[src/hw/rtl/bgpg_pkg.sv]
// Shared types and constants for the bilinear gradient pattern generator.
// No dependencies; every other file in hw/rtl imports this package.
package bgpg_pkg;

    localparam int MAX_DIM_DEF     = 4096;
    localparam int WEIGHT_BITS_DEF = 16;

    localparam int DIM_REG_W  = 13;
    localparam int COLOR_W    = 48;
    localparam int CH_W       = 16;
    localparam int CFG_IDX_W  = 3;
    localparam int CFG_DATA_W = 48;
    localparam int FIFO_DEPTH = 4;

    localparam logic [DIM_REG_W-1:0] FRAME_WIDTH_RST  = 13'd640;
    localparam logic [DIM_REG_W-1:0] FRAME_HEIGHT_RST = 13'd480;

    typedef enum logic [CFG_IDX_W-1:0] {
        REG_FRAME_WIDTH  = 3'd0,
        REG_FRAME_HEIGHT = 3'd1,
        REG_PIXEL_FORMAT = 3'd2,
        REG_CORNER_A     = 3'd3,
        REG_CORNER_B     = 3'd4,
        REG_CORNER_C     = 3'd5,
        REG_CORNER_D     = 3'd6
    } cfg_reg_t;

    typedef enum logic [1:0] {
        CH_RED,
        CH_GREEN,
        CH_BLUE
    } chan_t;

    typedef enum logic [2:0] {
        B_IDLE,
        B_DIV,
        B_FEED,
        B_DRAIN,
        B_DONE
    } back_state_t;

    typedef struct packed {
        logic               pixel_format;
        logic [COLOR_W-1:0] corner_a;
        logic [COLOR_W-1:0] corner_b;
        logic [COLOR_W-1:0] corner_c;
        logic [COLOR_W-1:0] corner_d;
    } color_cfg_t;

endpackage

[src/hw/rtl/bgpg_fifo.sv]
// Small register queue between the raster front end and the blend back end.
// Depends on bgpg_pkg (depth default).
module bgpg_fifo import bgpg_pkg::*; #(
    parameter int WIDTH = 8,
    parameter int DEPTH = FIFO_DEPTH
) (
    input  logic             aclk,
    input  logic             aresetn,
    input  logic             push,
    input  logic [WIDTH-1:0] din,
    output logic             full,
    input  logic             pop,
    output logic [WIDTH-1:0] dout,
    output logic             empty
);

    localparam int PTR_W = (DEPTH > 1) ? $clog2(DEPTH) : 1;
    localparam int CNT_W = $clog2(DEPTH + 1);

    logic [WIDTH-1:0] mem_reg [DEPTH];
    logic [PTR_W-1:0] wr_ptr_reg, wr_ptr_next;
    logic [PTR_W-1:0] rd_ptr_reg, rd_ptr_next;
    logic [CNT_W-1:0] count_reg, count_next;

    assign full  = (count_reg == CNT_W'(DEPTH));
    assign empty = (count_reg == '0);
    assign dout  = mem_reg[rd_ptr_reg];

    always_comb begin
        wr_ptr_next = wr_ptr_reg;
        rd_ptr_next = rd_ptr_reg;
        count_next  = count_reg;
        if (push) begin
            wr_ptr_next = (wr_ptr_reg == PTR_W'(DEPTH - 1)) ? '0 : wr_ptr_reg + 1'b1;
        end
        if (pop) begin
            rd_ptr_next = (rd_ptr_reg == PTR_W'(DEPTH - 1)) ? '0 : rd_ptr_reg + 1'b1;
        end
        if (push && !pop) begin
            count_next = count_reg + 1'b1;
        end else if (pop && !push) begin
            count_next = count_reg - 1'b1;
        end
    end

    always_ff @(posedge aclk) begin
        if (!aresetn) begin
            wr_ptr_reg <= '0;
            rd_ptr_reg <= '0;
            count_reg  <= '0;
        end else begin
            wr_ptr_reg <= wr_ptr_next;
            rd_ptr_reg <= rd_ptr_next;
            count_reg  <= count_next;
        end
    end

    always_ff @(posedge aclk) begin
        if (push) begin
            mem_reg[wr_ptr_reg] <= din;
        end
    end

endmodule

[config.mk]
export PLATFORM = sky130hd
export DESIGN_NAME = bgpg_fifo
export DESIGN_NICKNAME = d
export VERILOG_FILES = /design/src/hw/rtl/bgpg_pkg.sv /design/src/hw/rtl/bgpg_fifo.sv
export SDC_FILE = /design/constraint.sdc
export NUM_CORES = 1
export LEC_CHECK = 0
export BUFFER_PORTS_ARGS = -buffer_cell sky130_fd_sc_hd__clkbuf_2
export CAP_MARGIN = 20
export CORE_UTILIZATION = 30
export DETAILED_ROUTE_END_ITERATION = 16
export PLACE_DENSITY = 0.54
export SKIP_LAST_GASP = 1
export SYNTH_ARGS = -nofsm -noshare
export SYNTH_HDL_FRONTEND = slang
export SYNTH_SLANG_ARGS = --single-unit
[constraint.sdc]
create_clock -name aclk -period 2.1 [get_ports aclk]
set_input_delay 0.105 -clock aclk [delete_from_list [all_inputs] [get_ports aclk]]
set_output_delay 0.105 -clock aclk [all_outputs]
set_load 0.02 [all_outputs]
==> metrics.txt, run 1 <==
Syn Area/Cell=18.8 sq um; Num Clock Sinks=41; Post-CTS Setup Inserts=0; Fmax=554 MHz; total die area=5680 sq um; Worst EP required=2.00 ns; initial antenna violation count=0; VDD IR max=0.344 mV; Detailed Place HPWL=1840 microns; FF+latch count, synth=slightly above 40; Slew headroom=0.625; I/O Pins=22; root buffer cell=clkbuf_8; Core Footprint=roughly 5100 sq um; setup_tns=0 ns; wire per inst=14.3 microns; Congestion Overflow GR=0; Port Buffers=21; number of flip-flops in the largest register=32; wire length of the first global-routing pass=3970 microns; Core Rows=26; chip width=75.4 microns; placer congestion estimate=0.647; critical path arrival=roughly 1.7 ns; H-tree depth=2; DR WL met3=179 microns; Reg2Reg Launch Point=count_reg[0]$_SDFFE_PN0P_; TritonCTS clock tree=done; Max stage delay cell, worst path=dfxtp_1; slew of the pin with the lowest slew margin=0.562 ns; met2 WL=1320 microns; skew final=0.00544 ns; Top Layer Used=met4; ANT cells=0; vias in the first global route=839; Worst R2R Path Depth=4; M1 WL=roughly 1100 microns; detailed-route via count=790; Final nets=131; Syn Nets=105; Crit. End Element=output port; cell area after synthesis=1620 sq um; largest stage delay on the critical path=a little under 0.7 ns; RSZ-0062 raised after global routing=false; Worst Setup EP=dout[3]; crit-path max FO=8; CTS max path bufs=2; max cap viols=0; largest net degree at the start of global routing=13; worst reg2reg setup slack=0.60 ns; post-placement worst setup slack=about 0.5 ns; Clock Latency Late Sink=0.28 ns; max-slew violation count=0; DR vias/cell=about 4.3; hold crit path type=in -> reg; # setup viols final=0; Hold Vio Cnt, Final=0; Tot GR Track Use=0.103; power per cell area=925 nW/um^2; Critical Path Start Type=flop; P_leak=between 0.6 and 0.7 nW; total wire length=2620 microns; chip height=75.4 microns; Initial DRC Count=42; Antenna Nets Post-Route=0; Setup CP Type=reg -> out; CTS clk-pin slew, worst paths=0.07 ns; TritonRoute pass-1 iters=2; CTS buffer count=5; register area share after synthesis=0.706; CTS resizes=0; Synth Warn #=0; Tmin final=1.81 ns; worst path cell trace=mux4_2 -> clkbuf_2; DR DRC count=0; Hold Buf Count CTS=0; setup ws final=between 0.2 and 0.3 ns; RR Endpoint=count_reg[2]$_SDFFE_PN0P_; Area growth syn-to-layout=17.5%; layout cells sized above 1=0.310; Netlist cell types=20; Final Cycle Share=0.860; outcome=finished clean; Initial Util=0.314; Post-Syn Instances=86
==> cells by family after synthesis <==
family | count (synthesis) | synth area share
AND/OR/NAND/NOR | 15 | 0.0558
flip-flops | 41 | 0.706
multiplexers | 12 | 0.136
adder cells (fa/ha/maj) | 7 | 0.0589
buffers and inverters | 6 | 0.0194
AO/OA/AOI/OAI | 3 | 0.0124
XOR/XNOR | 2 | 0.0108
==> placed cells by master (no fill, tap or decap) <==
cell type   n
a21boi_1    1
and2_1      5
bufinv_16   1
clkbuf_1    1
clkbuf_2   21
clkbuf_8    5
clkinv_1    1
dfxtp_1     9
edfxtp_1   32
fa_1        1
ha_1        6
inv_1       4
mux2i_1     4
mux4_2      8
nor2_1      1
nor2b_1     5
nor3_1      2
nor3b_1     1
o21a_1      1
o21ai_0     1
or3_1       1
xnor2_1     1
xor2_1      1
==> synth_stat cells, drive strengths merged <==
cell    count  area share
edfxtp     32        0.59
dfxtp       9        0.11
mux4        8        0.11
ha          6       0.046
and2        5       0.019
nor2b       5       0.019
inv         4      0.0093
mux2i       4       0.025
nor3        2      0.0062
a21boi      1      0.0046
buf         1      0.0070
clkbuf      1      0.0031
fa          1       0.012
nor2        1      0.0023
nor3b       1      0.0046
o21a        1      0.0046
o21ai       1      0.0031
or3         1      0.0039
xnor2       1      0.0054
xor2        1      0.0054
==> area by class of cell <==
type / count / area, sq um
fill: 535 / 3240
sequential: 41 / 1140
multi-input combinational: 39 / 443
timing repair buffer: 21 / 105
tap: 70 / 87.6
clock buffer: 6 / 72.6
clock inverter: 2 / 33.8
inverter: 4 / 15.0
==> layer usage <==
layer | global-route usage | up-vias
met5 | 0 | -
met4 | 0.0432 | 0
met3 | 0.0423 | 2
met2 | 0.178 | 22
met1 | 0.112 | 392
li1 | - | 374
==> power breakdown <==
group / internal, W / switching [W] / leakage (nW)
Combinational: 0.0000938 / 0.000112 / 0.267
Sequential: 0.000923 / 0.0000357 / 0.368
Clock: 0.000351 / 0.000240 / 0.0528
Total: 0.00137 / 0.000388 / 0.689
==> worst min-delay path by stage <==
stage | from | end | slack [ns] | cells after the start
CTS | din[4] | mem_reg[0][4]$_DFFE_PP_ | 0.03 | 1
finish | din[4] | mem_reg[0][4]$_DFFE_PP_ | 0.04 | 1
global route | din[5] | mem_reg[3][5]$_DFFE_PP_ | 0.03 | 1
detailed placement | din[4] | mem_reg[0][4]$_DFFE_PP_ | 0.33 | 1
global placement | din[6] | mem_reg[3][6]$_DFFE_PP_ | 0.32 | 1
floorplan | din[0] | mem_reg[0][0]$_DFFE_PP_ | 0.20 | 0
==> critical path: cells and delay by family (launching register included) <==
family | cells | cell delay (ns)
DFF | 1 | 0.68
muxes | 1 | 0.58
buffers and inverters | 1 | 0.17
==> stage by stage <==
step	hold slack, ns	cells	total power (W)	util	instance area (sq um)
detailed placement	0.330	175	0.00119	0.349	1790
global placement	0.320	175	0.00117	0.349	1790
finish	0.0392	183	0.00176	0.369	1900
CTS	0.0287	183	0.00178	0.369	1900
floorplan	0.204	86	0.00111	-	1620
global route	0.0349	183	0.00183	0.369	1900
No activity file was read; power rests on OpenSTA's default activity.
==> run 2: changes to the inputs <==
CTS_BUF_LIST = sky130_fd_sc_hd__clkbuf_8   (was not set)
==> run 2 against run 1 <==
Utilization unchanged. Critical endpoint unchanged. Critical path type unchanged. Die area unchanged. Clock-buffer cell count down 1. Sequential power about the same. Fmax unchanged. Sequential share of layout area unchanged. Combinational power about the same.
==> metrics.txt, run 2 (synthesized netlist as in run 1, its figures left out) <==
outcome=finished clean; P_leak=0.693 nW (+0.60%); slew of the pin with the lowest slew margin=0.562 ns (unchanged); Tot GR Track Use=0.103 (unchanged); critical path arrival=1.70 ns (about the same); switching part of the total=0.222 (+0.000753); Fmax=554 MHz (unchanged); Post-CTS Setup Inserts=0 (unchanged); power per cell area=922 nW/um^2 (-0.26%); chip width=75.4 microns (unchanged); CTS clk-pin slew, worst paths=0.07 ns (about the same); fin util=0.369 (unchanged); sequential share of power=0.548 (+0.002); Crit. End Element=output port; hold crit path type=in -> reg; Setup CP Type=reg -> out; CTS max path bufs=2 (unchanged); post-route cell area=1900 sq um (unchanged); Port Buffers=21 (unchanged); Detailed Place HPWL=1840 microns (unchanged); setup_tns=0 ns (unchanged); # setup viols final=0 (unchanged); Core Footprint=5140 sq um (unchanged); TritonCTS clock tree=done; total die area=5680 sq um (unchanged); I/O Pins=22 (unchanged); Tmin final=1.81 ns (unchanged); DR vias/cell=4.32 (unchanged); Num Clock Sinks=41 (unchanged); initial antenna violation count=0 (unchanged); total wire length=2620 microns (unchanged); CTS resizes=0 (unchanged); crit-path max FO=8 (unchanged); Hold Worst Slack=0.0389 ns (-0.000287 ns); commonest non-fill, non-tap cell in the layout=edfxtp_1; ANT cells=0 (unchanged); reported net switching power=0.000388 W (about the same); Hold Vio Cnt, Final=0 (unchanged); DR DRC count=0 (unchanged); Clock Latency Late Sink=0.28 ns (about the same); VDD IR max=0.344 mV (about the same); CTS buffer count=5 (unchanged); Final nets=131 (unchanged); TritonRoute pass-1 iters=2 (unchanged); vias in the first global route=839 (unchanged); total power draw=0.00175 W (-0.26%); max-slew violation count=0 (unchanged); root buffer cell=clkbuf_8; RSZ-0062 raised after global routing=false; wire per inst=14.3 microns (unchanged); placer congestion estimate=0.647 (unchanged); cell internal pwr=0.00136 W (-0.36%); number of flip-flops in the largest register=32 (unchanged); Clock Power Share=0.335 (about the same); layout cells sized above 1=0.310 (unchanged); Final Cycle Share=0.860 (unchanged); Area growth syn-to-layout=17.5% (unchanged); chip height=75.4 microns (unchanged); Initial Util=0.314 (unchanged); Antenna Nets Post-Route=0 (unchanged); largest net degree at the start of global routing=13 (unchanged); H-tree depth=2 (unchanged); detailed-route via count=790 (unchanged); Post-DP Area=1790 sq um (unchanged); Slew headroom=0.625 (unchanged); Congestion Overflow GR=0 (unchanged); Core Rows=26 (unchanged); most frequent cells in the layout=edfxtp_1, clkbuf_2, dfxtp_1; wire length of the first global-routing pass=3970 microns (unchanged); Critical Path Start Type=flop; max cap viols=0 (unchanged); Comb power frac=0.118 (about the same); Initial DRC Count=42 (unchanged); skew final=0.00544 ns (unchanged); Hold Buf Count CTS=0 (unchanged); Worst EP required=2.00 ns (about the same)
==> run 2: cell types whose count changed in the layout (fill, tap and decap cells not counted) <==
cell,before,now
clkbuf_1,1,0
inv_1,4,5
==> run 2: power groups by stage <==
| stage | logic [W] | clock network [W] | registers (W) |
|---|---|---|---|
| after CTS | 0.000209 | 0.000606 | 0.000960 |
| final | 0.000206 | 0.000586 | 0.000958 |
| after detailed placement | 0.000209 | 0 | 0.000978 |
| after global routing | 0.000227 | 0.000633 | 0.000965 |
| after global placement | 0.000200 | 0 | 0.000974 |
| after floorplan | 0.000154 | 0 | 0.000959 |
==> run 2: per-layer routing <==
| layer | vias up | track usage | wire (microns) |
|---|---|---|---|
| li1 | 374 | - | - |
| met1 | 392 | 0.112 | 1100 |
| met2 | 22 | 0.178 | 1320 |
| met3 | 2 | 0.0423 | 179 |
| met4 | 0 | 0.0432 | 15 |
| met5 | - | 0 | 0 |
==> run 2: final timing paths <==
path | cells past startpoint | to | from | slack, ns
worst min-delay path | 1 | mem_reg[0][4]$_DFFE_PP_ | din[4] | 0.04
worst min register to register | 2 | count_reg[2]$_SDFFE_PN0P_ | count_reg[2]$_SDFFE_PN0P_ | 0.51
worst max register to register | 4 | count_reg[2]$_SDFFE_PN0P_ | count_reg[0]$_SDFFE_PN0P_ | 0.60
worst max-delay path | 2 | dout[3] | flop | 0.29
==> run 2: worst max-delay path: stages (launching register included) <==
cell and delay [ns]:
dfxtp_1 0.68, mux4_2 0.58, clkbuf_2 0.17
==> run 2: layout make-up <==
class                      count  area, sq um
inverter                       4         15.0
multi-input combinational     39          443
timing repair buffer          21          105
sequential                    41         1140
clock buffer                   5         68.8
clock inverter                 3         37.5
fill                         535         3240
tap                           70         87.6
==> run 2: through the flow <==
| stage | std cells | setup WS, ns |
|---|---|---|
| after global routing | 183 | 0.141 |
| after global placement | 175 | 0.552 |
| final | 183 | 0.294 |
| after detailed placement | 175 | 0.498 |
| after CTS | 183 | 0.221 |
| after floorplan | 86 | 0.707 |
==> run 3: changes to the inputs <==
BUFFER_PORTS_ARGS = not set   (was -buffer_cell sky130_fd_sc_hd__clkbuf_2)
CORE_UTILIZATION = 55   (was 30)
DONT_BUFFER_PORTS = 1   (was not set)
PLACE_DENSITY = 0.77   (was 0.54)
==> run 3 against run 2 <==
Sequential power about the same. Sequential share of layout area up 2.3 points. First-iteration DRC count down 57%.
==> metrics.txt, run 3 (synthesized netlist as in run 1, its figures left out) <==
Congestion Overflow GR=0 (unchanged); setup_tns=0 ns (unchanged); chip width=56.2 microns (-25%); CTS max path bufs=2 (unchanged); hold crit path type=in -> reg; critical path's top delay family=flip-flops; Crit. End Element=output port; layout cells sized above 1=0.158 (-0.151); Tmin final=1.70 ns (-0.108 ns); power per cell area=913 nW/um^2 (-1.0%); # setup viols final=0 (unchanged); register area=1140 sq um (unchanged); Critical Path Start Type=flop; Worst EP required=2.00 ns (about the same); P_leak=0.640 nW (-7.6%); Non-Filler Instances=132 (-28%); vias in the first global route=785 (-6.4%); total wire length=2260 microns (-14%); CTS resizes=0 (unchanged); Num Clock Sinks=41 (unchanged); root buffer cell=clkbuf_8; Final nets=119 (-9.2%); reported net switching power=0.000370 W (-4.7%); max-slew violation count=0 (unchanged); Initial DRC Count=18 (-57%); Initial Util=0.586 (+0.271); Placed Cells=115 (-34%); Hold Worst Slack=0.0122 ns (-0.0267 ns); worst path cell trace=mux4_2; Final Cycle Share=0.809 (-0.0512); Area growth syn-to-layout=13.2%; sequential share of power=0.573 (+0.025); TritonRoute pass-1 iters=5 (+3); CTS buffer count=5 (unchanged); switching part of the total=0.221 (-0.000309); most frequent cells in the layout=edfxtp_1, dfxtp_1, dlygate4sd3_1; DR DRC count=0 (unchanged); skew final=0.00393 ns (-0.00151 ns); post-placement worst setup slack=0.626 ns (+0.128 ns); wire per inst=17.1 microns (+20%); Clock Power Share=0.319 (-0.016); VDD IR max=0.838 mV (+140%); Slew headroom=0.561 (-0.0643); Detailed Place HPWL=1520 microns (-17%); chip height=56.2 microns (-25%); slew of the pin with the lowest slew margin=0.658 ns (+0.0958 ns); critical path arrival=1.59 ns (-0.11 ns); Fmax=589 MHz (+6.3%); CP bufs+invs=0 (-1); H-tree depth=2 (unchanged); Comb power frac=0.108 (-0.010); TritonCTS clock tree=done; initial antenna violation count=0 (unchanged); cell internal pwr=0.00130 W (-4.6%); Hold Buf Count CTS=9 (+9); CTS clk-pin slew, worst paths=0.07 ns (about the same); Max stage delay cell, worst path=dfxtp_1; area taken by multi-input logic gates=443 sq um (unchanged); total die area=3160 sq um (-44%); Setup CP Type=reg -> out; Tot GR Track Use=0.168 (+0.0656); Post-CTS Setup Inserts=0 (unchanged); largest stage delay on the critical path=0.66 ns (-0.02 ns); commonest non-fill, non-tap cell in the layout=edfxtp_1; Core Footprint=2760 sq um (-46%); wire length of the first global-routing pass=3780 microns (-4.9%); Core Rows=19 (-27%); RSZ-0062 raised after global routing=false; fin util=0.663 (+0.294); outcome=finished clean; largest net degree at the start of global routing=13 (unchanged); # fillers=187 (-65%); Hold Vio Cnt, Final=0 (unchanged); I/O Pins=22 (unchanged); detailed-route via count=734 (-7.1%); Antenna Nets Post-Route=0 (unchanged); Port Buffers=0 (-100%); crit-path max FO=8 (unchanged); ANT cells=0 (unchanged); placer congestion estimate=0.633 (-2.1%); Clock Latency Late Sink=0.28 ns (about the same); setup ws final=0.401 ns (+0.108 ns); number of flip-flops in the largest register=32 (unchanged); DR vias/cell=5.56 (+29%); max cap viols=0 (unchanged)
[run 3: cell types whose count changed in the layout (fill, tap and decap cells not counted)]
cell	before	now
clkinv_1	1	0
clkinv_2	0	1
bufinv_16	1	0
inv_1	5	4
clkbuf_8	5	7
clkbuf_2	21	0
dlygate4sd3_1	0	9
[run 3: per-stage QoR]
step	power, W	instance area, sq um
2_1_floorplan	0.00111	1620
3_3_place_gp	0.00113	1640
3_5_place_dp	0.00114	1640
4_1_cts	0.00169	1830
5_1_grt	0.00175	1830
6_report	0.00167	1830
[run 3: per-layer routing]
layer  track usage  up-vias  routed length (microns)
met5             0        -                        0
met4        0.0836        0                       20
met3        0.0674        2                       77
met2         0.257       12                     1180
met1         0.210      369                      977
li1              -      351                        -
[run 3: final cells by class]
cell class | count | area share
Clock buffer | 7 | 0.0527
Inverter | 4 | 0.00821
Sequential cell | 41 | 0.624
Tap cell | 31 | 0.0212
Multi-Input combinational cell | 39 | 0.242
Timing Repair Buffer | 9 | 0.0492
Clock inverter | 1 | 0.00274
[run 3: final timing paths]
path | to | cells after the start | start | slack [ns]
worst min register to register | count_reg[2]$_SDFFE_PN0P_ | 2 | count_reg[2]$_SDFFE_PN0P_ | 0.53
worst min-delay path | wr_ptr_reg[0]$_SDFFE_PN0P_ | 2 | push | 0.01
worst max-delay path | dout[0] | 1 | flop | 0.40
worst max register to register | count_reg[2]$_SDFFE_PN0P_ | 4 | count_reg[0]$_SDFFE_PN0P_ | 0.64
[run 3: power by group through the flow]
stage | clock (W) | combinational [W] | sequential [W]
2_1_floorplan | 0 | 0.000154 | 0.000959
3_3_place_gp | 0 | 0.000157 | 0.000973
3_5_place_dp | 0 | 0.000161 | 0.000976
4_1_cts | 0.000552 | 0.000183 | 0.000958
5_1_grt | 0.000583 | 0.000199 | 0.000964
6_report | 0.000533 | 0.000180 | 0.000957
