## src/hw/rtl/bgpg_pkg.sv

```systemverilog
// Shared types and constants for the bilinear gradient pattern generator.
// No dependencies; every other file in hw/rtl imports this package.
package bgpg_pkg;

    localparam int MAX_DIM_DEF     = 4096;
    localparam int WEIGHT_BITS_DEF = 16;

    localparam int DIM_REG_W  = 13;
    localparam int COLOR_W    = 48;
    localparam int CH_W       = 16;
    localparam int CFG_IDX_W  = 3;
    localparam int CFG_DATA_W = 48;
    localparam int FIFO_DEPTH = 4;

    localparam logic [DIM_REG_W-1:0] FRAME_WIDTH_RST  = 13'd640;
    localparam logic [DIM_REG_W-1:0] FRAME_HEIGHT_RST = 13'd480;

    typedef enum logic [CFG_IDX_W-1:0] {
        REG_FRAME_WIDTH  = 3'd0,
        REG_FRAME_HEIGHT = 3'd1,
        REG_PIXEL_FORMAT = 3'd2,
        REG_CORNER_A     = 3'd3,
        REG_CORNER_B     = 3'd4,
        REG_CORNER_C     = 3'd5,
        REG_CORNER_D     = 3'd6
    } cfg_reg_t;

    typedef enum logic [1:0] {
        CH_RED,
        CH_GREEN,
        CH_BLUE
    } chan_t;

    typedef enum logic [2:0] {
        B_IDLE,
        B_DIV,
        B_FEED,
        B_DRAIN,
        B_DONE
    } back_state_t;

    typedef struct packed {
        logic               pixel_format;
        logic [COLOR_W-1:0] corner_a;
        logic [COLOR_W-1:0] corner_b;
        logic [COLOR_W-1:0] corner_c;
        logic [COLOR_W-1:0] corner_d;
    } color_cfg_t;

endpackage

```

## src/hw/rtl/bgpg_front.sv

```systemverilog
// Raster front end: takes restart ticks, steps the column/row counters and
// queues one pixel descriptor per transfer. Depends on bgpg_pkg.
module bgpg_front import bgpg_pkg::*; #(
    parameter int MAX_DIM = MAX_DIM_DEF,
    parameter int POS_W   = $clog2(MAX_DIM)
) (
    input  logic                 aclk,
    input  logic                 aresetn,
    input  logic                 s_valid,
    output logic                 s_ready,
    input  logic                 s_restart,
    input  logic [DIM_REG_W-1:0] frame_width,
    input  logic [DIM_REG_W-1:0] frame_height,
    input  logic                 fifo_full,
    output logic                 push,
    output logic [4*POS_W:0]     entry
);

    localparam int DIM_W = $clog2(MAX_DIM + 1);
    localparam int CMP_W = (DIM_W > DIM_REG_W) ? DIM_W : DIM_REG_W;

    logic [POS_W-1:0] col_reg, col_next;
    logic [POS_W-1:0] row_reg, row_next;
    logic [CMP_W-1:0] w_wide, h_wide;
    logic [DIM_W-1:0] w_eff, h_eff;
    logic [DIM_W-1:0] wm1, hm1;
    logic [POS_W-1:0] col_cur, row_cur;
    logic [DIM_W-1:0] col_inc, row_inc;
    logic             last;

    assign s_ready = !fifo_full;
    assign push    = s_valid && s_ready;

    always_comb begin
        // clamp the dimension registers to 1..MAX_DIM
        w_wide = CMP_W'(frame_width);
        h_wide = CMP_W'(frame_height);
        if (w_wide == '0) begin
            w_wide = CMP_W'(1);
        end else if (w_wide > CMP_W'(MAX_DIM)) begin
            w_wide = CMP_W'(MAX_DIM);
        end
        if (h_wide == '0) begin
            h_wide = CMP_W'(1);
        end else if (h_wide > CMP_W'(MAX_DIM)) begin
            h_wide = CMP_W'(MAX_DIM);
        end
        w_eff = w_wide[DIM_W-1:0];
        h_eff = h_wide[DIM_W-1:0];
        wm1   = w_eff - DIM_W'(1);
        hm1   = h_eff - DIM_W'(1);

        col_cur = s_restart ? '0 : col_reg;
        row_cur = s_restart ? '0 : row_reg;
        // dimensions may have shrunk since the last pixel
        if (DIM_W'(col_cur) >= w_eff) begin
            col_cur = '0;
        end
        if (DIM_W'(row_cur) >= h_eff) begin
            row_cur = '0;
        end
        last = (DIM_W'(col_cur) == wm1) && (DIM_W'(row_cur) == hm1);

        col_inc  = DIM_W'(col_cur) + DIM_W'(1);
        row_inc  = DIM_W'(row_cur) + DIM_W'(1);
        col_next = col_inc[POS_W-1:0];
        row_next = row_cur;
        if (col_inc >= w_eff) begin
            col_next = '0;
            row_next = (row_inc >= h_eff) ? '0 : row_inc[POS_W-1:0];
        end

        entry = {last, hm1[POS_W-1:0], wm1[POS_W-1:0], row_cur, col_cur};
    end

    always_ff @(posedge aclk) begin
        if (!aresetn) begin
            col_reg <= '0;
            row_reg <= '0;
        end else if (push) begin
            col_reg <= col_next;
            row_reg <= row_next;
        end
    end

endmodule

```

## config.mk

```make
export PLATFORM = sky130hd
export DESIGN_NAME = bgpg_front
export DESIGN_NICKNAME = d
export VERILOG_FILES = /design/src/hw/rtl/bgpg_pkg.sv /design/src/hw/rtl/bgpg_front.sv
export SDC_FILE = /design/constraint.sdc
export NUM_CORES = 1
export LEC_CHECK = 0
export ABC_AREA = 1
export BUFFER_PORTS_ARGS = -buffer_cell sky130_fd_sc_hd__clkbuf_2
export CAP_MARGIN = 0
export CELL_PAD_IN_SITES_DETAIL_PLACEMENT = 0
export CELL_PAD_IN_SITES_GLOBAL_PLACEMENT = 2
export CORE_MARGIN = 2
export CORE_UTILIZATION = 29
export DETAILED_ROUTE_END_ITERATION = 10
export HOLD_SLACK_MARGIN = 0.05
export PLACE_DENSITY = 0.8
export SLEW_MARGIN = 20
export SYNTH_ARGS = -nofsm -noshare
export SYNTH_HDL_FRONTEND = slang
export SYNTH_SLANG_ARGS = --single-unit
```

## constraint.sdc

```tcl
create_clock -name aclk -period 5.4 [get_ports aclk]
set_input_delay 0.27 -clock aclk [delete_from_list [all_inputs] [get_ports aclk]]
set_output_delay 0.27 -clock aclk [all_outputs]
set_load 0.02 [all_outputs]
```

==> flow_results.org, run 1 <==
** Worst setup path
- Depth of the critical timing path with buffers and inverters included :: 33
- In this design, the stage delay of the slowest critical-path cell is 330 ps.
- Source of the worst register-to-register timing path :: col_reg[8]$_SDFFE_PN0P_
- Family with the most delay on the worst path :: simple AND/OR/NAND/NOR gates
- Capture instance of the worst register-to-register path :: row_reg[7]$_SDFFE_PN0P_
- In this run the worst setup path terminates at row_reg[7]$_SDFFE_PN0P_.
- Critical Path Fanout Max :: 13
- In this run the worst setup path begins at frame_width[3].
- Critical path arrival :: 4980 ps
- R2r worst-path depth :: 27
- The worst register-to-register path has a setup slack of 930 ps.
- Startpoint-to-endpoint class of the critical path :: input port to flip-flop
- Buf+Inv Stages, Crit Path :: 6
- CP required :: 5580 ps
- Highest-delay cell along the critical path :: sky130_fd_sc_hd__ha_1
- Crit start category :: input port
- Cell repeated most along the worst path :: sky130_fd_sc_hd__nand2_1
- The worst setup path is captured at a flip-flop.

** Hold path
- In this run the worst hold path is classified as input port to flip-flop.

** Final layout
- Relative to the synthesized area, the layout overhead comes to 17.6%.
- After filler insertion, the fill cell instance count of the layout stands at 1778.
- Fraction of layout cells with a size suffix above 1 :: 17.1%
- Nets@finish :: 968
- Number of antenna diodes :: 0

** Timing
- At the pin with the least slew margin, the transition time is 1010 ps.
- The total count of hold-check failures in the final report came to 0.
- Tmin final :: 4800 ps
- Setup total negative slack on the finished layout was measured at 0 ps.
- Portion of the clock cycle consumed by the worst path in the final layout :: 89.0%
- The number of pins with negative max-slew slack in the final report is 0.
- Smallest hold slack :: 275 ps
- Setup repair after global routing missed its margin :: no
- Tightest slew margin relative to the limit :: 32.5%
- Setup violations remaining at the end of the flow were counted as 0.
- For this run, the top clock speed supported by timing is 208 MHz.
- Layout Skew :: 3.27 ps

** Pwr
- P per Cell Area :: 120 nW/um2
- Leakage power figure :: 2.89 nW
- Across the VDD grid, the largest voltage drop is 0.000138 V.
- Post-layout total power :: 0.627 mW
- Combinational logic burns 42.8% of the power.
- Fraction of power spent switching nets :: 40.1%
- Cell internal power was estimated by the tool at 0.376 mW.
- Summed over all nets, the switching power comes to 0.251 mW.
- Flop pwr share :: 28.7%
- In this run, the clock network consumes 28.4% of the power.

** Logic synthesis
- Library cells used by synthesis :: 43
- Of the post-synthesis cell area, the dominant cell type holds 21.7%.
- Count of warnings emitted by yosys :: 0
- Area contributors post-synth :: sky130_fd_sc_hd__nand2_1 (22%), sky130_fd_sc_hd__ha_1 (15%), sky130_fd_sc_hd__dfxtp_1 (11%)
- A synthesized cell averages 5.60 um2.
- Synthesized instance count :: 796
- The largest total area in the synthesized netlist belongs to sky130_fd_sc_hd__nand2_1.
- Post-Syn Area :: 4460 um2
- After synthesis, flip-flops and latches occupy 10.8% of the total area.
- Synth Register Bits :: 24
- The number of nets handed over by synthesis was 880.

** Routing
- DRC viols :: 0
- Vias per Instance :: 4.77
- Overall routed net length :: 16000 um
- Count of antenna-violating nets left after detailed routing :: 0
- In this run, the number of DRC markers left after iteration 0 of detailed routing was 284.
- The first detailed-routing pass ran for 5 iterations.
- Wire length per cell after detailed routing :: 14.9 um
- The final route contains 5104 vias.

** Global route
- Global routing finished with a remaining overflow of 0.
- The initial antenna violation count came to 0.
- Wire length of the first global-routing pass :: 25600 um
- Entering global routing, the biggest net connects 29 pins.
- Aggregate global-route resource usage :: 19.7%
- The number of global-route vias before repair came to 4783.

** CTS
- Post-CTS clock slew at the launch and capture registers of the worst setup and hold paths :: 60 ps
- Longest Clk Path Bufs :: 2
- The root buffer cell chosen for the clock tree is sky130_fd_sc_hd__clkbuf_16.
- Worst skew pair latency :: 260 ps
- Counting the buffers created by CTS gives 3.
- Num Clock Sinks :: 24
- TritonCTS built the clock tree.
- Number of H-tree levels :: 1

** Placement
- Number of port buffers :: 81
- Total half-perimeter wirelength after legalization and detailed placement :: 14000 um
- The congestion estimate from routability-driven global placement came to 0.844.

** Floorplan
- From bottom edge to top edge, the die measures 128 um.
- In this run the core area contains 45 standard-cell rows.
- The initial utilization of the core area, before any placement, comes to 29.5%.
- Num ports :: 82
- From left edge to right edge, the die measures 128 um.
- Core footprint :: 15100 um2
- The die covers 16400 um2.

** Run status
- Outcome :: complete, no violations

** Job
- The tool flagged a number of max-cap violations equal to 0.
## cells by family (layout without fill, tap and decap cells)
logic type,after synthesis,count (layout),share of synthesized area [%]
flip-flops,24,24,10.8
adder cells (fa/ha/maj),53,53,14.9
XOR/XNOR,14,14,3.09
AO/OA/AOI/OAI,88,88,11.0
AND/OR/NAND/NOR,485,485,48.7
buffers and inverters,132,219,11.5
## synth_stat cells, drive strengths merged
master / count
a21boi: 1
a21oi: 49
a22oi: 7
a31oi: 1
and2: 5
buf: 6
clkbuf: 5
clkinv: 2
dfxtp: 24
dlygate4sd1: 1
ha: 53
inv: 118
nand2: 271
nand3: 66
nand3b: 2
nand4: 19
nor2: 109
nor3: 10
nor4: 1
o2111ai: 1
o21ai: 25
o221ai: 1
o311ai: 1
o31ai: 1
o41ai: 1
or2: 2
xnor2: 3
xor2: 11
## power by group through the flow
stage                     combinational (mW)  sequential, mW  clock, mW
final                                  0.269           0.180      0.178
after global routing                   0.304           0.180      0.190
after CTS                              0.271           0.180      0.181
after detailed placement               0.270           0.184          0
after global placement                 0.273           0.184          0
after floorplan                        0.173           0.184          0
## worst reg2reg max path, stage by stage, from the launching register on
cell and delay (ps):
sky130_fd_sc_hd__dfxtp_1 370, sky130_fd_sc_hd__inv_1 50, sky130_fd_sc_hd__nor2_1 150, sky130_fd_sc_hd__ha_1 280
sky130_fd_sc_hd__a21oi_1 160, sky130_fd_sc_hd__nand2_1 100, sky130_fd_sc_hd__a21oi_4 210, sky130_fd_sc_hd__nand3_4 160
sky130_fd_sc_hd__clkinv_2 80, sky130_fd_sc_hd__nand3_1 80, sky130_fd_sc_hd__inv_1 130, sky130_fd_sc_hd__ha_1 190
sky130_fd_sc_hd__nand2_1 60, sky130_fd_sc_hd__nor2_1 160, sky130_fd_sc_hd__nand3_1 180, sky130_fd_sc_hd__nor2_2 180
sky130_fd_sc_hd__nand3_1 130, sky130_fd_sc_hd__nand2_1 100, sky130_fd_sc_hd__inv_1 40, sky130_fd_sc_hd__ha_1 310
sky130_fd_sc_hd__a21oi_1 160, sky130_fd_sc_hd__o21ai_0 110, sky130_fd_sc_hd__a21oi_1 130, sky130_fd_sc_hd__nand3_1 170
sky130_fd_sc_hd__nor2_1 170, sky130_fd_sc_hd__buf_4 250, sky130_fd_sc_hd__a22oi_1 90, sky130_fd_sc_hd__a21oi_1 180
## worst min-delay path by stage
stage                       startpoint                  endpoint  cells past startpoint
3_5_place_dp   row_reg[0]$_SDFFE_PN0P_   row_reg[0]$_SDFFE_PN0P_                      2
6_report                       aresetn  row_reg[10]$_SDFFE_PN0P_                      3
5_1_grt                        aresetn  row_reg[11]$_SDFFE_PN0P_                      3
2_1_floorplan                  aresetn  row_reg[10]$_SDFFE_PN0P_                      2
4_1_cts                        aresetn  row_reg[10]$_SDFFE_PN0P_                      3
3_3_place_gp   row_reg[0]$_SDFFE_PN0P_   row_reg[0]$_SDFFE_PN0P_                      2
## repair_timing
item | in CTS | in global routing
setup buffers | 0 | 0
resized for setup | 0 | 5
setup endpoints to repair | 0 | 21
hold buffers | 0 | 0
## layout make-up
| class | instances | area [um2] | share of cell area (%) |
|---|---|---|---|
| Clock buffer | 4 | 88.8 | 1.70 |
| Inverter | 120 | 452 | 8.62 |
| Multi-Input combinational cell | 640 | 3470 | 66.3 |
| Sequential cell | 24 | 480 | 9.17 |
| Tap cell | 188 | 235 | 4.49 |
| Timing Repair Buffer | 95 | 510 | 9.74 |
## routing by layer
metal  global-route usage (%)  up-vias  part of all wire [%]
met5                        0        -                     0
met4                     1.03        0                  0.26
met3                     2.05        4                   4.1
met2                     30.4      111                    42
met1                     30.8     2255                    54
li1                         -     2734                     -
## cell usage in the layout (no fill, tap or decap), types with 3 or more instances in the layout
| master | synthesis | routed |
|---|---|---|
| sky130_fd_sc_hd__a21oi_1 | 48 | 48 |
| sky130_fd_sc_hd__a22oi_1 | 7 | 7 |
| sky130_fd_sc_hd__and2_1 | 4 | 4 |
| sky130_fd_sc_hd__buf_4 | 2 | 14 |
| sky130_fd_sc_hd__clkbuf_16 | 0 | 3 |
| sky130_fd_sc_hd__clkbuf_2 | 0 | 81 |
| sky130_fd_sc_hd__dfxtp_1 | 24 | 24 |
| sky130_fd_sc_hd__ha_1 | 53 | 53 |
| sky130_fd_sc_hd__inv_1 | 104 | 104 |
| sky130_fd_sc_hd__inv_2 | 14 | 14 |
| sky130_fd_sc_hd__nand2_1 | 258 | 257 |
| sky130_fd_sc_hd__nand2_2 | 12 | 12 |
| sky130_fd_sc_hd__nand3_1 | 64 | 64 |
| sky130_fd_sc_hd__nand4_1 | 18 | 18 |
| sky130_fd_sc_hd__nor2_1 | 97 | 95 |
| sky130_fd_sc_hd__nor2_2 | 5 | 7 |
| sky130_fd_sc_hd__nor2_4 | 5 | 5 |
| sky130_fd_sc_hd__nor3_1 | 9 | 9 |
| sky130_fd_sc_hd__o21ai_0 | 23 | 23 |
| sky130_fd_sc_hd__xnor2_1 | 3 | 3 |
| sky130_fd_sc_hd__xor2_1 | 9 | 9 |
## through the flow
stage / instance area [um2] / utilization [%] / setup WS (ps) / cells
final: 5240 / 34.7 / 596 / 1071
after global routing: 5240 / 34.7 / 17.9 / 1071
after CTS: 5230 / 34.6 / 313 / 1071
after detailed placement: 5140 / 34.1 / 59.9 / 1067
after global placement: 5140 / 34.1 / 139 / 1067
after floorplan: 4460 / - / 701 / 796
Power figures use the tool's default switching activity.
==> run 2, diff against run 1 <==
- CORE_UTILIZATION: 29 -> 31
- PLACE_DENSITY: 0.8 -> 0.85
- clock period: 5.4 -> 6.1 ns (I/O delays scaled with it)
==> run 2 against run 1 <==
  * Count of clock-buffer cells in the layout down 1
  * Critical path depth down 2
  * Clock skew up 3.3 ps
  * Utilization up 2.3 points
  * Highest routed layer unchanged
  * Die area down 6.3%
  * Cell count down 1.7%
  * Global-route usage up 1.3 points
==> flow_results.org, run 2 (synthesis gave the netlist of run 1 again) <==
** Final layout
- The core utilization of the finished layout is 37.0% (was 34.7%).
- Most frequent standard cell in the layout excluding fill and tap cells :: sky130_fd_sc_hd__nand2_1 (unchanged)
- Commonest non-fill, non-tap cells in the layout: sky130_fd_sc_hd__nand2_1 (258), sky130_fd_sc_hd__inv_1 (104), sky130_fd_sc_hd__nor2_1 (97) (was sky130_fd_sc_hd__nand2_1 (257), sky130_fd_sc_hd__inv_1 (104), sky130_fd_sc_hd__nor2_1 (95)).
- Filler cell count in the final layout :: 1562 (was 1778)
- The net total in the final layout came to 958 (was 968).
- The filler-free cell count of the finished design was 1053 (was 1071).
- Fraction of layout cells with a size suffix above 1 :: 15.8% (was 17.1%)
- The total inserted antenna cells was 0 (unchanged).
- The area growth from synthesis to final layout is 15.8% (was 17.6%).
- The cell area after layout came to 5160 um2 (was 5240 um2).

** Job
- MaxCap Viol Count :: 0 (unchanged)

** Floorplan
- The placeable core region is 13900 um2 (was 15100 um2).
- The starting density of the core was 32.0% (was 29.5%).
- Vertical die dimension :: 124 um (was 128 um)
- The floorplan row count is 43 (was 45).
- The number of top-level pins was 82 (unchanged).
- The die width was 124 um (was 128 um).
- Die area :: 15300 um2 (was 16400 um2)

** CTS
- Post-CTS clock slew at the launch and capture registers of the worst setup and hold paths :: 70 ps (was 60 ps)
- CTS root buffer :: sky130_fd_sc_hd__clkbuf_16 (unchanged)
- Longest Clk Path Bufs :: 2 (unchanged)
- Post-cts hold buffer count :: 0 (unchanged)
- Buffer count from post-CTS setup fixing :: 0 (unchanged)
- Count of cells resized by post-cts repair :: 0 (unchanged)
- Worst skew pair latency :: 260 ps (about the same)
- The number of buffers created by CTS came to 3 (unchanged).
- Number of H-tree levels :: 1 (unchanged)
- The number of sinks driven by the clock tree was 24 (unchanged).
- The CTS tree is yes (unchanged).

** Placement
- Placement Setup Slack :: 451 ps (was 59.9 ps)
- The number of buffers inserted by port buffering is 81 (unchanged).
- The sum of net half-perimeters after detailed placement came to 13600 um (was 14000 um).
- The total instance count after detailed placement came to 1049 (was 1067).
- The instance area after placement came to 5050 um2 (was 5140 um2).
- The routability congestion estimate came to 0.891 (was 0.844).

** Worst setup path
- Startpoint-to-endpoint class of the critical path :: input port to flip-flop (unchanged)
- Kind of end point of the critical path :: flip-flop (unchanged)
- R2r worst-path depth :: 27 (unchanged)
- Critical path arrival :: 5680 ps (was 4980 ps)
- The worst flop-to-flop path startpoint is col_reg[8]$_SDFFE_PN0P_ (unchanged).
- The top fanout value on the critical path was 15 (was 13).
- Cell repeated most along the worst path :: sky130_fd_sc_hd__nand2_1 (unchanged)
- The data required time at the worst endpoint is 6280 ps (was 5580 ps).
- Capture instance of the worst register-to-register path :: row_reg[9]$_SDFFE_PN0P_ (was row_reg[7]$_SDFFE_PN0P_)
- Reg-to-reg setup timing slack :: 1370 ps (was 930 ps)
- Crit start category :: input port (unchanged)
- Maximum cell stage delay along the critical path :: 440 ps (was 330 ps)
- Highest-delay cell along the critical path :: sky130_fd_sc_hd__nor2_1 (was sky130_fd_sc_hd__ha_1)

** Pwr
- The maximum vdd drop was 0.000139 V (was 0.000138 V).
- NetSw :: 0.225 mW (was 0.251 mW)
- The areal power density over the cells is 113 nW/um2 (was 120 nW/um2).
- The proportion of power drawn by the clock network is 32.6% (was 28.4%).
- Fraction of power spent switching nets :: 38.5% (was 40.1%)
- The post-route total power came to 0.584 mW (was 0.627 mW).
- The internal power is 0.359 mW (was 0.376 mW).
- The combinational cell fraction of total power is 40.1% (was 42.8%).
- The leakage power summed over all cells is 2.85 nW (was 2.89 nW).
- Flop pwr share :: 27.3% (was 28.7%)

** Timing
- Sum of negative setup slack :: 0 ps (unchanged)
- The total count of hold-check failures in the final report is 0 (unchanged).
- Post-layout worst setup margin :: 602 ps (was 596 ps)
- The final-layout worst hold slack is 307 ps (was 275 ps).
- Final number of max-transition violations :: 0 (unchanged)
- The worst relative slew slack was 52.9% (was 32.5%).
- Tightest Pin Transition :: 706 ps (was 1010 ps)
- The total of endpoints with negative setup slack in the final report was 0 (unchanged).
- Layout Skew :: 6.57 ps (was 3.27 ps)
- Subtracting the final worst setup slack from the clock period gives 5500 ps.
- Setup repair after global routing missed its margin :: no (unchanged)
- Portion of the clock cycle consumed by the worst path in the final layout :: 90.1%
- Static timing analysis puts the maximum clock frequency at 182 MHz.

** Routing
- Count of antenna-violating nets left after detailed routing :: 0 (unchanged)
- The remaining routing DRC violations came to 0 (unchanged).
- Wire length per cell after detailed routing :: 14.9 um (about the same)
- Violation count after the first detailed-routing iteration :: 301 (was 284)
- The mean number of vias per cell was 5.04 (was 4.77).
- Number of vias in the routed layout :: 5302 (was 5104)
- Overall routed net length :: 15700 um (was 16000 um)
- First-pass detailed-route iteration total :: 5 (unchanged)

** Hold path
- The type of the worst min-delay path is input port to flip-flop (unchanged).
- The sink of the worst hold path is row_reg[3]$_SDFFE_PN0P_ (was row_reg[10]$_SDFFE_PN0P_).
- Number of cells on the worst hold path :: 3 (unchanged)
- The startpoint of the tightest hold check path is aresetn (unchanged).

** Global route
- Total grt overflow :: 0 (unchanged)
- Number of global-route vias before repair :: 4829 (was 4783)
- The initial antenna violation count came to 0 (unchanged).
- The global routing usage summed across all routing layers is 21.0% (was 19.7%).
- Wire length of the first global-routing pass :: 25100 um (was 25600 um)
- The pin count of the biggest net entering global routing came to 29 (unchanged).

** Run status
- Outcome: complete, no violations (unchanged).
[run 2: cell count changes in the layout (fill, tap and decap cells not counted)]
cell | previous run | this run
sky130_fd_sc_hd__buf_4 | 14 | 4
sky130_fd_sc_hd__nor2_1 | 95 | 97
sky130_fd_sc_hd__clkbuf_8 | 1 | 0
sky130_fd_sc_hd__nand2_4 | 2 | 1
sky130_fd_sc_hd__bufinv_16 | 0 | 1
sky130_fd_sc_hd__a21boi_0 | 0 | 1
sky130_fd_sc_hd__nor2_2 | 7 | 5
sky130_fd_sc_hd__a21boi_1 | 1 | 0
sky130_fd_sc_hd__nand2_1 | 257 | 258
[run 2: worst max path at each step]
stage / startpoint / end / cells after the start
after global routing: frame_width[2] / row_reg[9]$_SDFFE_PN0P_ / 31
after global placement: frame_width[1] / row_reg[9]$_SDFFE_PN0P_ / 30
after floorplan: frame_width[1] / row_reg[2]$_SDFFE_PN0P_ / 29
after detailed placement: frame_width[1] / row_reg[9]$_SDFFE_PN0P_ / 30
final: frame_width[1] / row_reg[9]$_SDFFE_PN0P_ / 31
after CTS: frame_width[1] / row_reg[9]$_SDFFE_PN0P_ / 30
[run 2: power by group through the flow]
stage | Sequential (mW) | Clock [mW] | Combinational (mW)
finish | 0.159 | 0.190 | 0.234
global route | 0.159 | 0.198 | 0.263
CTS | 0.159 | 0.192 | 0.234
detailed placement | 0.163 | 0 | 0.233
global placement | 0.163 | 0 | 0.230
floorplan | 0.163 | 0 | 0.153
[run 2: area by class of cell]
cell class	count	area [um2]	share of cell area, %
clock inverter	1	30.0	0.582
timing repair buffer	85	435	8.44
inverter	120	452	8.76
multi-input combinational	640	3460	67.1
tap	180	225	4.37
sequential	24	480	9.31
clock buffer	3	75.1	1.46
[run 2: critical path, delay by kind of cell]
| kind | cells | cell delay [ps] |
|---|---|---|
| compound gates | 6 | 870 |
| fa+ha+maj | 3 | 900 |
| simple gates | 18 | 3160 |
| buf+inv | 4 | 440 |
[run 2: layer usage]
metal | vias to the layer above | global-route usage, % | routed length [um]
met5 | - | 0 | 0
met3 | 10 | 2.29 | 855
met4 | 0 | 2.70 | 189
li1 | 2710 | - | -
met2 | 146 | 31.8 | 6560
met1 | 2436 | 32.5 | 8110
==> run 3, diff against run 2 <==
- CORE_UTILIZATION: 31 -> 32
- CTS_BUF_LIST: default -> sky130_fd_sc_hd__clkbuf_4 sky130_fd_sc_hd__clkbuf_8
- PLACE_DENSITY: 0.85 -> 0.87
==> run 3 against run 2 <==
  * Die area down 3.0%
  * Sequential power barely moved
  * Critical path type unchanged
  * First-iteration DRC count rose by 30%
  * Clock power fell by 24%
  * Critical endpoint unchanged
  * Combinational power barely moved
  * Via count down 0.45%
==> flow_results.org, run 3 (synthesis gave the netlist of run 1 again) <==
** Pwr
- The areal power density over the cells was 105 nW/um2 (was 113 nW/um2).
- Post-layout total power :: 0.537 mW (was 0.584 mW)
- Largest vdd supply drop :: 0.0000911 V (was 0.000139 V)
- The leakage power summed over all cells is 2.83 nW (was 2.85 nW).

** Routing
- DRC viols :: 0 (unchanged)
- First-pass detailed-route iteration total :: 7 (was 5)
- The number of DRC markers after the initial detailed-route iteration is 392 (was 301).
- Wire length per cell after detailed routing :: 15.2 um (was 14.9 um)
- The total via count after detailed routing came to 5278 (was 5302).
- Overall routed net length :: 16000 um (was 15700 um)
- Count of antenna-violating nets left after detailed routing :: 0 (unchanged)
- The mean number of vias per cell was 5.02 (was 5.04).

** Worst setup path
- The top fanout value on the critical path was 15 (unchanged).
- CP required :: 6300 ps (was 6280 ps)
- The arrival time of the worst setup path came to 5580 ps (was 5680 ps).
- Family with the most delay on the worst path :: simple AND/OR/NAND/NOR gates (unchanged)
- The sum of buffers and inverters on the critical path came to 3 (was 4).
- The launching element type of the critical path is an input port (unchanged).
- Cell repeated most along the worst path :: sky130_fd_sc_hd__nand2_1 (unchanged)
- Kind of end point of the critical path :: flip-flop (unchanged)
- Highest-delay cell along the critical path :: sky130_fd_sc_hd__nor2_1 (unchanged)
- Startpoint-to-endpoint class of the critical path :: input port to flip-flop (unchanged)
- The delay of the slowest cell on the worst path came to 460 ps (was 440 ps).

** Floorplan
- Vertical die dimension :: 122 um (was 124 um)
- Cell Rows :: 43 (unchanged)
- The placeable core region came to 13700 um2 (was 13900 um2).
- The number of top-level pins was 82 (unchanged).
- The starting density of the core was 32.5% (was 32.0%).
- Die W :: 122 um (was 124 um)
- Die area :: 14900 um2 (was 15300 um2)

** CTS
- Buffer count from post-CTS setup fixing :: 0 (unchanged)
- Num Clock Sinks :: 24 (unchanged)
- Longest Clk Path Bufs :: 2 (unchanged)
- CTS root buffer :: sky130_fd_sc_hd__clkbuf_8 (was sky130_fd_sc_hd__clkbuf_16)
- The number of buffers created by CTS was 3 (unchanged).
- The cts-stage hold buffer count was 0 (unchanged).
- Post-CTS clock slew at the launch and capture registers of the worst setup and hold paths :: 90 ps (was 70 ps)
- The number of levels in the clock H-tree came to 1 (unchanged).
- Clock tree from TritonCTS :: yes (unchanged)
- Count of cells resized by post-cts repair :: 0 (unchanged)
- The source-to-sink clock delay at the later pin of the worst-skew pair is 270 ps (was 260 ps).

** Global route
- The global routing usage summed across all routing layers came to 21.6% (was 21.0%).
- The total congestion overflow came to 0 (unchanged).
- Pin count of the biggest net entering global routing :: 29 (unchanged)
- Number of global-route vias before repair :: 4886 (was 4829)
- The global-route wire length before repair came to 25200 um (was 25100 um).
- The initial antenna violation count is 0 (unchanged).

** Placement
- Number of port buffers :: 81 (unchanged)
- Total half-perimeter wirelength after legalization and detailed placement :: 13800 um (was 13600 um)
- Final weighted congestion in routability-driven placement :: 0.900 (was 0.891)
- Placement Setup Slack :: 570 ps (was 451 ps)
- Placement-stage cell area :: 5040 um2 (was 5050 um2)

** Final layout
- Commonest non-fill, non-tap cells in the layout :: sky130_fd_sc_hd__nand2_1 (258), sky130_fd_sc_hd__inv_1 (104), sky130_fd_sc_hd__nor2_1 (97) (unchanged)
- The total inserted antenna cells came to 0 (unchanged).
- The share of final-layout standard cells stronger than drive strength 1 is 15.6% (was 15.8%).
- Final non-filler cell area :: 5110 um2 (was 5160 um2)
- Most frequent standard cell in the layout excluding fill and tap cells :: sky130_fd_sc_hd__nand2_1 (unchanged)
- The area growth from synthesis to final layout came to 14.7% (was 15.8%).
- Layout Utilization :: 37.2% (was 37.0%)
- Nets@finish :: 956 (was 958)
- Filler cell count in the final layout :: 1605 (was 1562)

** Timing
- Tightest slew margin relative to the limit :: 34.0% (was 52.9%)
- The post-route setup TNS came to 0 ps (unchanged).
- The shortest period the worst path allows is 5380 ps (was 5500 ps).
- Final setup violation count :: 0 (unchanged)
- Peak Freq :: 186 MHz (was 182 MHz)
- Layout Skew :: 2.73 ps (was 6.57 ps)
- Final hold violation count :: 0 (unchanged)
- Tightest Pin Transition :: 988 ps (was 706 ps)
- Setup repair after global routing missed its margin: no (unchanged).
- Final number of max-transition violations :: 0 (unchanged)
- Portion of the clock cycle consumed by the worst path in the final layout :: 88.2% (was 90.1%)
- The worst setup margin was 719 ps (was 602 ps).

** Hold path
- Worst hold-check path type :: input port to flip-flop (unchanged)

** Run status
- Outcome :: complete, no violations (unchanged)

** Job
- The max capacitance violation total came to 0 (unchanged).
## run 3: layout make-up
cell class | count | area [um2] | share of cell area (%)
Clock inverter | 1 | 30.0 | 0.588
Inverter | 120 | 452 | 8.84
Sequential cell | 24 | 480 | 9.40
Clock buffer | 3 | 41.3 | 0.808
Multi-Input combinational cell | 640 | 3460 | 67.7
Timing Repair Buffer | 83 | 420 | 8.23
Tap cell | 180 | 225 | 4.41
## run 3: metrics by stage
stage | hold WS [ps] | instances
after floorplan | 443 | 796
after global placement | 454 | 1047
after detailed placement | 458 | 1047
after CTS | 291 | 1051
after global routing | 305 | 1051
final | 288 | 1051
## run 3: per-layer routing
metal	GRT usage, %	up-vias	wire [um]
met4	3.30	0	187
met2	33.2	149	6760
met3	2.29	11	939
li1	-	2718	-
met1	32.8	2400	8090
met5	0	-	0
## run 3: path summary, 6_finish.rpt
kind         slack (ps)                     from                       end  depth (start not counted)
min reg2reg         470  col_reg[6]$_SDFFE_PN0P_   col_reg[6]$_SDFFE_PN0P_                          2
max                 720           frame_width[3]   row_reg[9]$_SDFFE_PN0P_                         30
max reg2reg        1400  col_reg[8]$_SDFFE_PN0P_   row_reg[9]$_SDFFE_PN0P_                         26
min                 290                  aresetn  row_reg[10]$_SDFFE_PN0P_                          3
## run 3: tightest hold or removal path: stages
cell and delay [ps]:
sky130_fd_sc_hd__clkbuf_2 110, sky130_fd_sc_hd__o21ai_0 70, sky130_fd_sc_hd__a21oi_1 40
## run 3: report_power, final
| part | internal [mW] | total, mW | switching [mW] | leakage (nW) |
|---|---|---|---|---|
| registers | 0.158 | 0.159 | 0.000997 | 0.194 |
| clock network | 0.0879 | 0.145 | 0.0568 | 0.0357 |
| logic | 0.0692 | 0.233 | 0.164 | 2.60 |
| total | 0.315 | 0.537 | 0.222 | 2.83 |
